File: config.mk
export PLATFORM = sky130hd
export DESIGN_NAME = bbc_back
export DESIGN_NICKNAME = d
export VERILOG_FILES = /design/src/rtl/bbc_pkg.sv /design/src/rtl/bbc_ram.sv /design/src/rtl/bbc_back.sv
export SDC_FILE = /design/constraint.sdc
export NUM_CORES = 1
export LEC_CHECK = 0
export ABC_AREA = 1
export BUFFER_PORTS_ARGS = -buffer_cell sky130_fd_sc_hd__buf_4
export CAP_MARGIN = 0
export CELL_PAD_IN_SITES_DETAIL_PLACEMENT = 1
export CELL_PAD_IN_SITES_GLOBAL_PLACEMENT = 1
export CORE_UTILIZATION = 44
export DETAILED_ROUTE_END_ITERATION = 7
export GPL_TIMING_DRIVEN = 1
export PLACE_DENSITY = 0.76
export SKIP_CTS_REPAIR_TIMING = 1
export SYNTH_ARGS = -nofsm -noshare
export SYNTH_HDL_FRONTEND = slang
export SYNTH_SLANG_ARGS = --single-unit
File: constraint.sdc
create_clock -name clk -period 1.9 [get_ports clk]
set_input_delay 0.19 -clock clk [delete_from_list [all_inputs] [get_ports clk]]
set_output_delay 0.19 -clock clk [all_outputs]
set_load 0.05 [all_outputs]
File: src/rtl/bbc_pkg.sv
package bbc_pkg;

  localparam int STACK_DEPTH_DEF = 32;
  localparam int QUEUE_DEPTH_DEF = 2;

  localparam logic [7:0] CH_OPEN_ROUND   = 8'h28;  // (
  localparam logic [7:0] CH_CLOSE_ROUND  = 8'h29;  // )
  localparam logic [7:0] CH_OPEN_SQUARE  = 8'h5B;  // [
  localparam logic [7:0] CH_CLOSE_SQUARE = 8'h5D;  // ]
  localparam logic [7:0] CH_OPEN_CURLY   = 8'h7B;  // {
  localparam logic [7:0] CH_CLOSE_CURLY  = 8'h7D;  // }

  localparam logic [1:0] TYPE_ROUND  = 2'd0;
  localparam logic [1:0] TYPE_SQUARE = 2'd1;
  localparam logic [1:0] TYPE_CURLY  = 2'd2;

  localparam logic [1:0] KIND_OK    = 2'd0;
  localparam logic [1:0] KIND_FAIL  = 2'd1;
  localparam logic [1:0] KIND_CLOSE = 2'd2;
  localparam logic [1:0] KIND_OPEN  = 2'd3;

  localparam logic [1:0] OP_NONE  = 2'd0;
  localparam logic [1:0] OP_PUSH  = 2'd1;
  localparam logic [1:0] OP_CLOSE = 2'd2;
  localparam logic [1:0] OP_EOL   = 2'd3;

  typedef struct packed {
    logic [1:0] op;
    logic [1:0] btype;
  } cmd_t;

  localparam int CMD_W = $bits(cmd_t);

endpackage

File: src/rtl/bbc_ram.sv
module bbc_ram #(
  parameter int WIDTH = 2,
  parameter int DEPTH = bbc_pkg::STACK_DEPTH_DEF,
  localparam int AW = (DEPTH > 1) ? $clog2(DEPTH) : 1
) (
  input  logic             clk,
  input  logic             wr_en,
  input  logic [AW-1:0]    wr_addr,
  input  logic [WIDTH-1:0] wr_data,
  input  logic             rd_en,
  input  logic [AW-1:0]    rd_addr,
  output logic [WIDTH-1:0] rd_data
);

  logic [WIDTH-1:0] mem [DEPTH];
  logic [WIDTH-1:0] rd_data_r;

  always_ff @(posedge clk) begin
    if (wr_en) begin
      mem[wr_addr] <= wr_data;
    end
    if (rd_en) begin
      rd_data_r <= mem[rd_addr];
    end
  end

  assign rd_data = rd_data_r;

endmodule

File: src/rtl/bbc_back.sv
module bbc_back #(
  parameter int STACK_DEPTH = bbc_pkg::STACK_DEPTH_DEF
) (
  input  logic          clk,
  input  logic          rst_n,
  input  logic          cmd_valid,
  output logic          cmd_ready,
  input  bbc_pkg::cmd_t cmd,
  output logic          out_valid,
  input  logic          out_ready,
  output logic [1:0]    out_report_kind,
  output logic [1:0]    out_bracket_type,
  output logic          out_last_result
);

  localparam int AW = (STACK_DEPTH > 1) ? $clog2(STACK_DEPTH) : 1;
  localparam int CW = $clog2(STACK_DEPTH + 1);

  localparam logic ST_RUN   = 1'b0;
  localparam logic ST_DRAIN = 1'b1;

  logic          state_r, state_nxt;
  logic [CW-1:0] count_r, count_nxt;
  logic          success_r, success_nxt;
  logic [1:0]    top_r, top_nxt;
  logic          top_ram_r, top_ram_nxt;
  logic          out_valid_r, out_valid_nxt;
  logic [1:0]    kind_r, kind_nxt;
  logic [1:0]    btype_r, btype_nxt;
  logic          last_r, last_nxt;

  logic          wr_en, rd_en;
  logic [AW-1:0] wr_addr, rd_addr;
  logic [1:0]    rd_data;
  logic [1:0]    top;
  logic [CW-1:0] count_m2;
  logic          out_free;
  logic          do_pop;

  // top of stack lives in a register after a push, in the ram read port after a pop
  assign top      = top_ram_r ? rd_data : top_r;
  assign count_m2 = count_r - CW'(2);
  assign rd_addr  = count_m2[AW-1:0];
  assign wr_addr  = count_r[AW-1:0];
  assign out_free = !out_valid_r || out_ready;

  always_comb begin
    state_nxt     = state_r;
    count_nxt     = count_r;
    success_nxt   = success_r;
    top_nxt       = top_r;
    top_ram_nxt   = top_ram_r;
    out_valid_nxt = out_valid_r && !out_ready;
    kind_nxt      = kind_r;
    btype_nxt     = btype_r;
    last_nxt      = last_r;
    cmd_ready     = 1'b0;
    wr_en         = 1'b0;
    do_pop        = 1'b0;

    case (state_r)
      ST_RUN: begin
        case (cmd.op)
          bbc_pkg::OP_PUSH: begin
            cmd_ready = 1'b1;
            if (cmd_valid && (count_r != CW'(STACK_DEPTH))) begin
              wr_en       = 1'b1;
              count_nxt   = count_r + CW'(1);
              top_nxt     = cmd.btype;
              top_ram_nxt = 1'b0;
            end
          end
          bbc_pkg::OP_CLOSE: begin
            if (count_r != '0) begin
              cmd_ready = 1'b1;
              if (cmd_valid) begin
                do_pop = 1'b1;
                if (top != cmd.btype) begin
                  success_nxt = 1'b0;
                end
              end
            end else begin
              cmd_ready = out_free;
              if (cmd_valid && out_free) begin
                out_valid_nxt = 1'b1;
                kind_nxt      = bbc_pkg::KIND_CLOSE;
                btype_nxt     = cmd.btype;
                last_nxt      = 1'b1;
                success_nxt   = 1'b0;
              end
            end
          end
          bbc_pkg::OP_EOL: begin
            cmd_ready = out_free;
            if (cmd_valid && out_free) begin
              out_valid_nxt = 1'b1;
              btype_nxt     = bbc_pkg::TYPE_ROUND;
              success_nxt   = 1'b1;
              if (success_r && (count_r == '0)) begin
                kind_nxt = bbc_pkg::KIND_OK;
                last_nxt = 1'b1;
              end else begin
                kind_nxt = bbc_pkg::KIND_FAIL;
                last_nxt = (count_r == '0);
                if (count_r != '0) begin
                  state_nxt = ST_DRAIN;
                end
              end
            end
          end
          default: begin
            cmd_ready = 1'b1;
          end
        endcase
      end
      ST_DRAIN: begin
        // one unmatched open per cycle while the output is free, top first
        if (out_free) begin
          do_pop        = 1'b1;
          out_valid_nxt = 1'b1;
          kind_nxt      = bbc_pkg::KIND_OPEN;
          btype_nxt     = top;
          last_nxt      = (count_r == CW'(1));
          if (count_r == CW'(1)) begin
            state_nxt = ST_RUN;
          end
        end
      end
      default: begin
        state_nxt = ST_RUN;
      end
    endcase

    if (do_pop) begin
      count_nxt   = count_r - CW'(1);
      top_ram_nxt = 1'b1;
    end
  end

  assign rd_en = do_pop && (count_r > CW'(1));

  bbc_ram #(
    .WIDTH(2),
    .DEPTH(STACK_DEPTH)
  ) u_stack (
    .clk    (clk),
    .wr_en  (wr_en),
    .wr_addr(wr_addr),
    .wr_data(cmd.btype),
    .rd_en  (rd_en),
    .rd_addr(rd_addr),
    .rd_data(rd_data)
  );

  always_ff @(posedge clk) begin
    if (!rst_n) begin
      state_r     <= ST_RUN;
      count_r     <= '0;
      success_r   <= 1'b1;
      top_ram_r   <= 1'b0;
      out_valid_r <= 1'b0;
    end else begin
      state_r     <= state_nxt;
      count_r     <= count_nxt;
      success_r   <= success_nxt;
      top_ram_r   <= top_ram_nxt;
      out_valid_r <= out_valid_nxt;
    end
  end

  always_ff @(posedge clk) begin
    top_r   <= top_nxt;
    kind_r  <= kind_nxt;
    btype_r <= btype_nxt;
    last_r  <= last_nxt;
  end

  assign out_valid        = out_valid_r;
  assign out_report_kind  = kind_r;
  assign out_bracket_type = btype_r;
  assign out_last_result  = last_r;

endmodule

==> flow_metrics.py, run 1 <==
metrics = {
    "worst_setup_path": {
        "cp_max_fo": 8,
        "slowest_delay_ps": 360,
        "rrSetupSlack_ps": 80,
        "cp_top_family": "simple AND/OR/NAND/NOR gates",
        "crit_top_cell": "nand2_2",
        "critPathCaptureType": "flop",
        "cp-start-kind": "flop",
        "path_class": "reg -> reg",
        "slowest_stage": "dfxtp_2",
        "ff2ff_path_depth": 7,
        "required_ps": 1950,
        "crit_arrival_ps": 1870,
        "worstPathCellList": "inv_4, ha_1, nand3_1, nand2_2, nor2_4, nand2_2, nor2_1",
        "crit_buf_inv": 1,
        "cp.depth": 7,
    },
    "timing": {
        "rsz0062_at_grt": "yes",
        "relSlewSlack": 0.745,
        "fin_crit_ps": 1820,
        "clock_skew_ps": 10.9,
        "fin_hold_ws_ps": 66.9,
        "hold_viol": 0,
        "slew_viol_final": 0,
        "tightest_slew_ps": 382,
        "period_share": 0.957,
        "fmax_mhz": 550,
        "setup_viol": 0,
    },
    "clocking": {
        "cts.path.max_buffers": 2,
        "clk-insertion-delay-late_ps": 350,
        "htreeDepth": 3,
        "cts_root_buffer": "clkbuf_8",
        "numCtsBuffers": 9,
        "tritoncts": "yes",
        "clk_pin_slew_ps": 80,
        "clkSinkCount": 83,
    },
    "floorplan": {
        "die_area_sq_um": 9600,
        "start_util": 0.460,
        "io_pins": 15,
        "rows": 34,
        "die_x_microns": 98.0,
        "core_sq_um": 8810,
        "die_h_microns": 98.0,
    },
    "drt": {
        "drc": 1,
        "routed_wl_microns": 10000,
        "via_count": 3069,
        "first_iter_violations": 127,
        "vias_per_cell": 5.48,
        "firstDrtPassIters": 6,
        "drtAntennaViolNets": 0,
        "routedWlPerCell_microns": 17.9,
    },
    "grt": {
        "grt_pass1_wl_microns": 16700,
        "gr-total-overflow": 0,
        "grt.total_usage": 0.228,
        "antenna_found_initial": 0,
        "grt_pass1_vias": 3376,
        "grt_max_degree": 42,
    },
    "power_and_ir_drop": {
        "swShare": 0.291,
        "p_int_mw": 3.05,
        "fin_total_pwr_mw": 4.30,
        "power_density_nw_per_um2": 936,
        "power_leakage_nw": 1.73,
        "switchingPower_mw": 1.25,
        "seq_power_share": 0.477,
        "ir_drop_uv": 365,
        "p_clk_frac": 0.325,
        "combinationalPowerShare": 0.198,
    },
    "yosys": {
        "synth_fp_nets": 436,
        "synthDistinctLibCells": 32,
        "yosysWarnings": 0,
        "syn_area_per_cell_sq_um": 9.62,
        "syn_inst": 421,
        "syn_area_sq_um": 4050,
        "ys_ff_latch": 83,
        "seq_area_frac_synth": 0.590,
    },
    "outcome": {
        "status": "finished, violations left",
        "violations": "design-rule violations",
    },
    "min_path": {
        "worstHoldPathType": "in -> reg",
        "hold-path-cell-count": 2,
    },
    "cells_and_area": {
        "num_antenna_cells": 0,
        "fin_util": 0.522,
        "drive_gt1_frac": 0.155,
        "layout_commonest_cell": "nor2_1",
        "final_cell_mix": "93 x nor2_1, 73 x edfxtp_1, 69 x nand2_1",
        "area_growth_syn_to_layout_pct": 13.4,
        "fin_nets": 463,
    },
    "placement": {
        "port_buffers": 14,
        "dp_hpwl_microns": 7080,
        "place.gp.congestion": 0.834,
    },
    "job": {
        "drv_cap": 0,
    },
}
registers in the layout, summed over array words and instances, names as in the netlist:
signal,cells
u_stack.mem,64
count_r,6
out_bracket_type,2
out_report_kind,2
top_r,2
u_stack.rd_data,2
out_last_result,1
out_valid,1
state_r,1
success_r,1
top_ram_r,1
per-layer routing:
metal	track usage	up-vias	wire length, microns	part of all wire
met5	0	-	0	0
met4	0.0769	0	141	0.014
met3	0.0401	13	235	0.023
met2	0.391	40	5090	0.51
met1	0.291	1544	4580	0.46
li1	-	1472	-	-
power by group through the flow:
stage / Combinational, mW / Sequential (mW) / Clock, mW
finish: 0.851 / 2.05 / 1.40
global route: 0.948 / 2.06 / 1.49
CTS: 0.840 / 2.05 / 1.42
detailed placement: 0.832 / 2.09 / 0
global placement: 0.798 / 2.09 / 0
floorplan: 0.509 / 2.14 / 0
path summary, 6_finish.rpt:
path         startpoint            endpoint
max          count_r[1]  u_stack.mem[13][1]
min               rst_n           success_r
max reg2reg  count_r[1]  u_stack.mem[13][1]
min reg2reg  count_r[4]          count_r[4]
synth_stat cells:
master    count  area [sq um]
nor2_1       95           357
nand2_1      74           278
edfxtp_1     73          2190
o21ai_0      35           175
nand3_1      32           160
inv_1        28           105
dfxtp_1      10           200
o211ai_1     10          75.1
a21oi_1       9          45.0
xor2_1        8          70.1
ha_1          7          87.6
buf_2         6          30.0
nand2_2       4          25.0
a31oi_1       3          18.8
buf_4         3          22.5
nand3_4       3          52.6
buf_6         2          22.5
clkbuf_1      2          7.51
clkinv_1      2          7.51
nand4_1       2          12.5
nor2_2        2          12.5
and3_1        1          6.26
clkbuf_2      1          5.00
inv_4         1          6.26
nand2_4       1          11.3
nand3b_1      1          7.51
nor2_4        1          11.3
nor2_8        1          20.0
o21ai_1       1          5.00
o31ai_1       1          7.51
or2_2         1          6.26
xnor2_1       1          8.76
logic make-up (layout without fill, tap and decap cells):
family / after synthesis / after routing / share of synthesized area
flip-flops: 83 / 83 / 0.590
AND/OR/NAND/NOR: 218 / 218 / 0.237
buffers and inverters: 45 / 76 / 0.0510
XOR/XNOR: 9 / 9 / 0.0195
adder cells (fa/ha/maj): 7 / 7 / 0.0216
AO/OA/AOI/OAI: 59 / 59 / 0.0806
metrics by stage:
stage / cell area, sq um / setup TNS, ps / worst slack, ps / std cells
3_5_place_dp: 4350 / -1880 / -73.9 / 544
4_1_cts: 4560 / -2420 / -128 / 559
2_1_floorplan: 4070 / 0 / 14.3 / 421
6_report: 4590 / 0 / 80.9 / 560
3_3_place_gp: 4350 / 0 / 29.0 / 544
5_1_grt: 4590 / -504 / -42.3 / 560
layout make-up:
class                   instances  area, sq um
inverters                      31          121
clock buffers                   9          124
clock inverters                 6         88.8
repair buffers                 30          241
multi-input cells             293         1490
well taps                     108          135
flip-flops and latches         83         2390
fillers                      1003         4210
No activity file was read; power rests on OpenSTA's default activity.
==> run 2, diff against run 1 <==
- ABC_AREA: 1 -> 0
- CORE_UTILIZATION: 44 -> 46
- PLACE_DENSITY: 0.76 -> 0.75
==> flow_metrics.py, run 2 <==
metrics = {
    "worst_setup_path": {
        "required_ps": 1710,
        "reg2reg_to": "u_stack.rd_data[1]",
        "cp-start-kind": "flop",
        "r2r-start": "count_r[1]",
        "cp_max_fo": 3,
        "ff2ff_path_depth": 7,
        "crit_arrival_ps": 1980,
        "path_class": "reg -> out",
        "critPathCaptureType": "output port",
        "startpoint": "count_r[0]",
        "crit_path_end": "cmd_ready",
        "rrSetupSlack_ps": -110,
    },
    "yosys": {
        "seq_area_frac_synth": 0.632,
        "yosysMostFrequentCell": "edfxtp_1",
        "yosysWarnings": 0,
        "synth_fp_nets": 281,
        "synthDistinctLibCells": 44,
        "synth_flop_cell": "edfxtp_1",
        "synth_area_leaders": "edfxtp_1 58%, mux4_2 12%, dfxtp_1 5.3%",
        "synth_edf_count": 73,
        "synth_top_area_share": 0.579,
        "syn_area_sq_um": 3790,
        "synth.largest_area_cell": "edfxtp_1",
        "async_reset_ff_frac": 0,
        "syn_area_per_cell_sq_um": 14.2,
        "netlist_top_cells_count": "73 x edfxtp_1, 38 x nor2_1, 26 x nand2_1, 20 x mux4_2",
        "syn_inst": 266,
        "ys_ff_latch": 83,
    },
    "placement": {
        "place.gp.congestion": 0.777,
        "dp_hpwl_microns": 6430,
        "placed_area_sq_um": 4430,
        "port_buffers": 14,
    },
    "clocking": {
        "clk-insertion-delay-late_ps": 350,
        "htreeDepth": 3,
        "numCtsBuffers": 9,
        "clk_pin_slew_ps": 80,
        "tritoncts": "yes",
        "cts.path.max_buffers": 2,
        "cts_root_buffer": "clkbuf_8",
        "clkSinkCount": 83,
    },
    "cells_and_area": {
        "layout_commonest_cell": "edfxtp_1",
        "area_growth_syn_to_layout_pct": 27.1,
        "final_cell_mix": "73 x edfxtp_1, 37 x buf_4, 33 x nor2_4",
        "drive_gt1_frac": 0.432,
        "largest_register_ff_count": 64,
        "largest-register": "u_stack.mem",
        "num_antenna_cells": 0,
        "reg_top3": "u_stack.mem (64), count_r (6)",
        "final_area_sq_um": 4810,
        "fin_nets": 328,
        "fill_cells": 752,
    },
    "job": {
        "drv_cap": 0,
    },
    "outcome": {
        "status": "finished, violations left",
        "violations": "negative setup slack",
    },
    "timing": {
        "clock_skew_ps": 10.2,
        "worst_slack_ps": -272,
        "rsz0062_at_grt": "yes",
        "fmax_mhz": 460,
        "tightest_slew_ps": 521,
        "fin_crit_ps": 2170,
        "fin_hold_ws_ps": 112,
        "setup_viol": 10,
        "relSlewSlack": 0.652,
        "hold_viol": 0,
        "period_share": 1.14,
        "slew_viol_final": 0,
    },
    "drt": {
        "firstDrtPassIters": 4,
        "routed_wl_microns": 9210,
        "drc": 0,
        "drtAntennaViolNets": 0,
        "routedWlPerCell_microns": 22.0,
        "first_iter_violations": 126,
        "vias_per_cell": 5.77,
        "via_count": 2416,
    },
    "power_and_ir_drop": {
        "ir_drop_uv": 639,
        "power_density_nw_per_um2": 1190,
        "power_leakage_nw": 1.54,
    },
    "floorplan": {
        "rows": 32,
        "die_h_microns": 92.7,
        "start_util": 0.483,
        "die_area_sq_um": 8600,
        "io_pins": 15,
        "die_x_microns": 92.7,
        "core_sq_um": 7850,
    },
    "grt": {
        "grt_max_degree": 22,
        "gr-total-overflow": 0,
        "grt_pass1_vias": 2476,
        "antenna_found_initial": 0,
        "grt.total_usage": 0.228,
        "grt_pass1_wl_microns": 14200,
    },
    "min_path": {
        "hold-path-cell-count": 2,
        "worstHoldPathType": "in -> reg",
    },
}
==> run 2: cell families after synthesis <==
kind of cell | Yosys count | synth area share
DFF | 83 | 0.632
muxes | 27 | 0.138
and+or+nand+nor | 101 | 0.130
xor gates and xnor gates | 4 | 0.00925
AOI/OAI and AO/OA | 27 | 0.0496
adders and majority gates | 7 | 0.0231
buffers and inverters | 17 | 0.0185
==> run 2: worst min-delay path by stage <==
stage | slack (ps) | end | from
3_3_place_gp | 450 | success_r | rst_n
2_1_floorplan | 290 | top_r[0] | cmd[0]
6_report | 110 | success_r | rst_n
4_1_cts | 90 | success_r | rst_n
5_1_grt | 110 | success_r | rst_n
3_5_place_dp | 470 | success_r | rst_n
==> run 2: stage by stage <==
stage                     setup TNS (ps)  cells  total power [mW]  setup slack (ps)   util
final                              -1050    419              5.71              -272  0.613
after global routing               -3200    419              5.98              -336  0.613
after CTS                          -4130    412              5.48              -350  0.585
after detailed placement           -2790    397              4.40              -131  0.565
after global placement             -1970    397              4.33             -84.8  0.565
after floorplan                   -14820    266              3.74              -259      -
==> run 2: worst max-delay path, cell delays in order, from the launching register on <==
cell,delay [ps]
dfxtp_4,370
inv_4,60
ha_4,130
or4b_4,480
nor2_4,160
o21a_1,200
a21oi_4,70
buf_6,150
==> run 2: power breakdown <==
part | switching [mW] | total, mW | leakage [nW] | internal [mW]
clock network | 0.628 | 1.09 | 0.0718 | 0.461
logic | 1.25 | 2.43 | 0.728 | 1.18
registers | 0.0829 | 2.19 | 0.741 | 2.11
total | 1.96 | 5.71 | 1.54 | 3.75
==> run 2: final cells by class <==
cell class                 count  area (sq um)  share of cell area
sequential                    83          2400               0.499
multi-input combinational    166          1670               0.346
timing repair buffer          46           423              0.0879
clock buffer                  10           128              0.0265
tap                          102           128              0.0265
inverter                       7          36.3             0.00754
clock inverter                 5          31.3             0.00650
==> run 2: per-layer routing <==
| metal | vias to the layer above | track usage | wire [microns] |
|---|---|---|---|
| met5 | - | 0 | 0 |
| met1 | 1251 | 0.341 | 4380 |
| li1 | 1104 | - | - |
| met2 | 56 | 0.335 | 4450 |
| met4 | 0 | 0.0513 | 73 |
| met3 | 5 | 0.0583 | 300 |
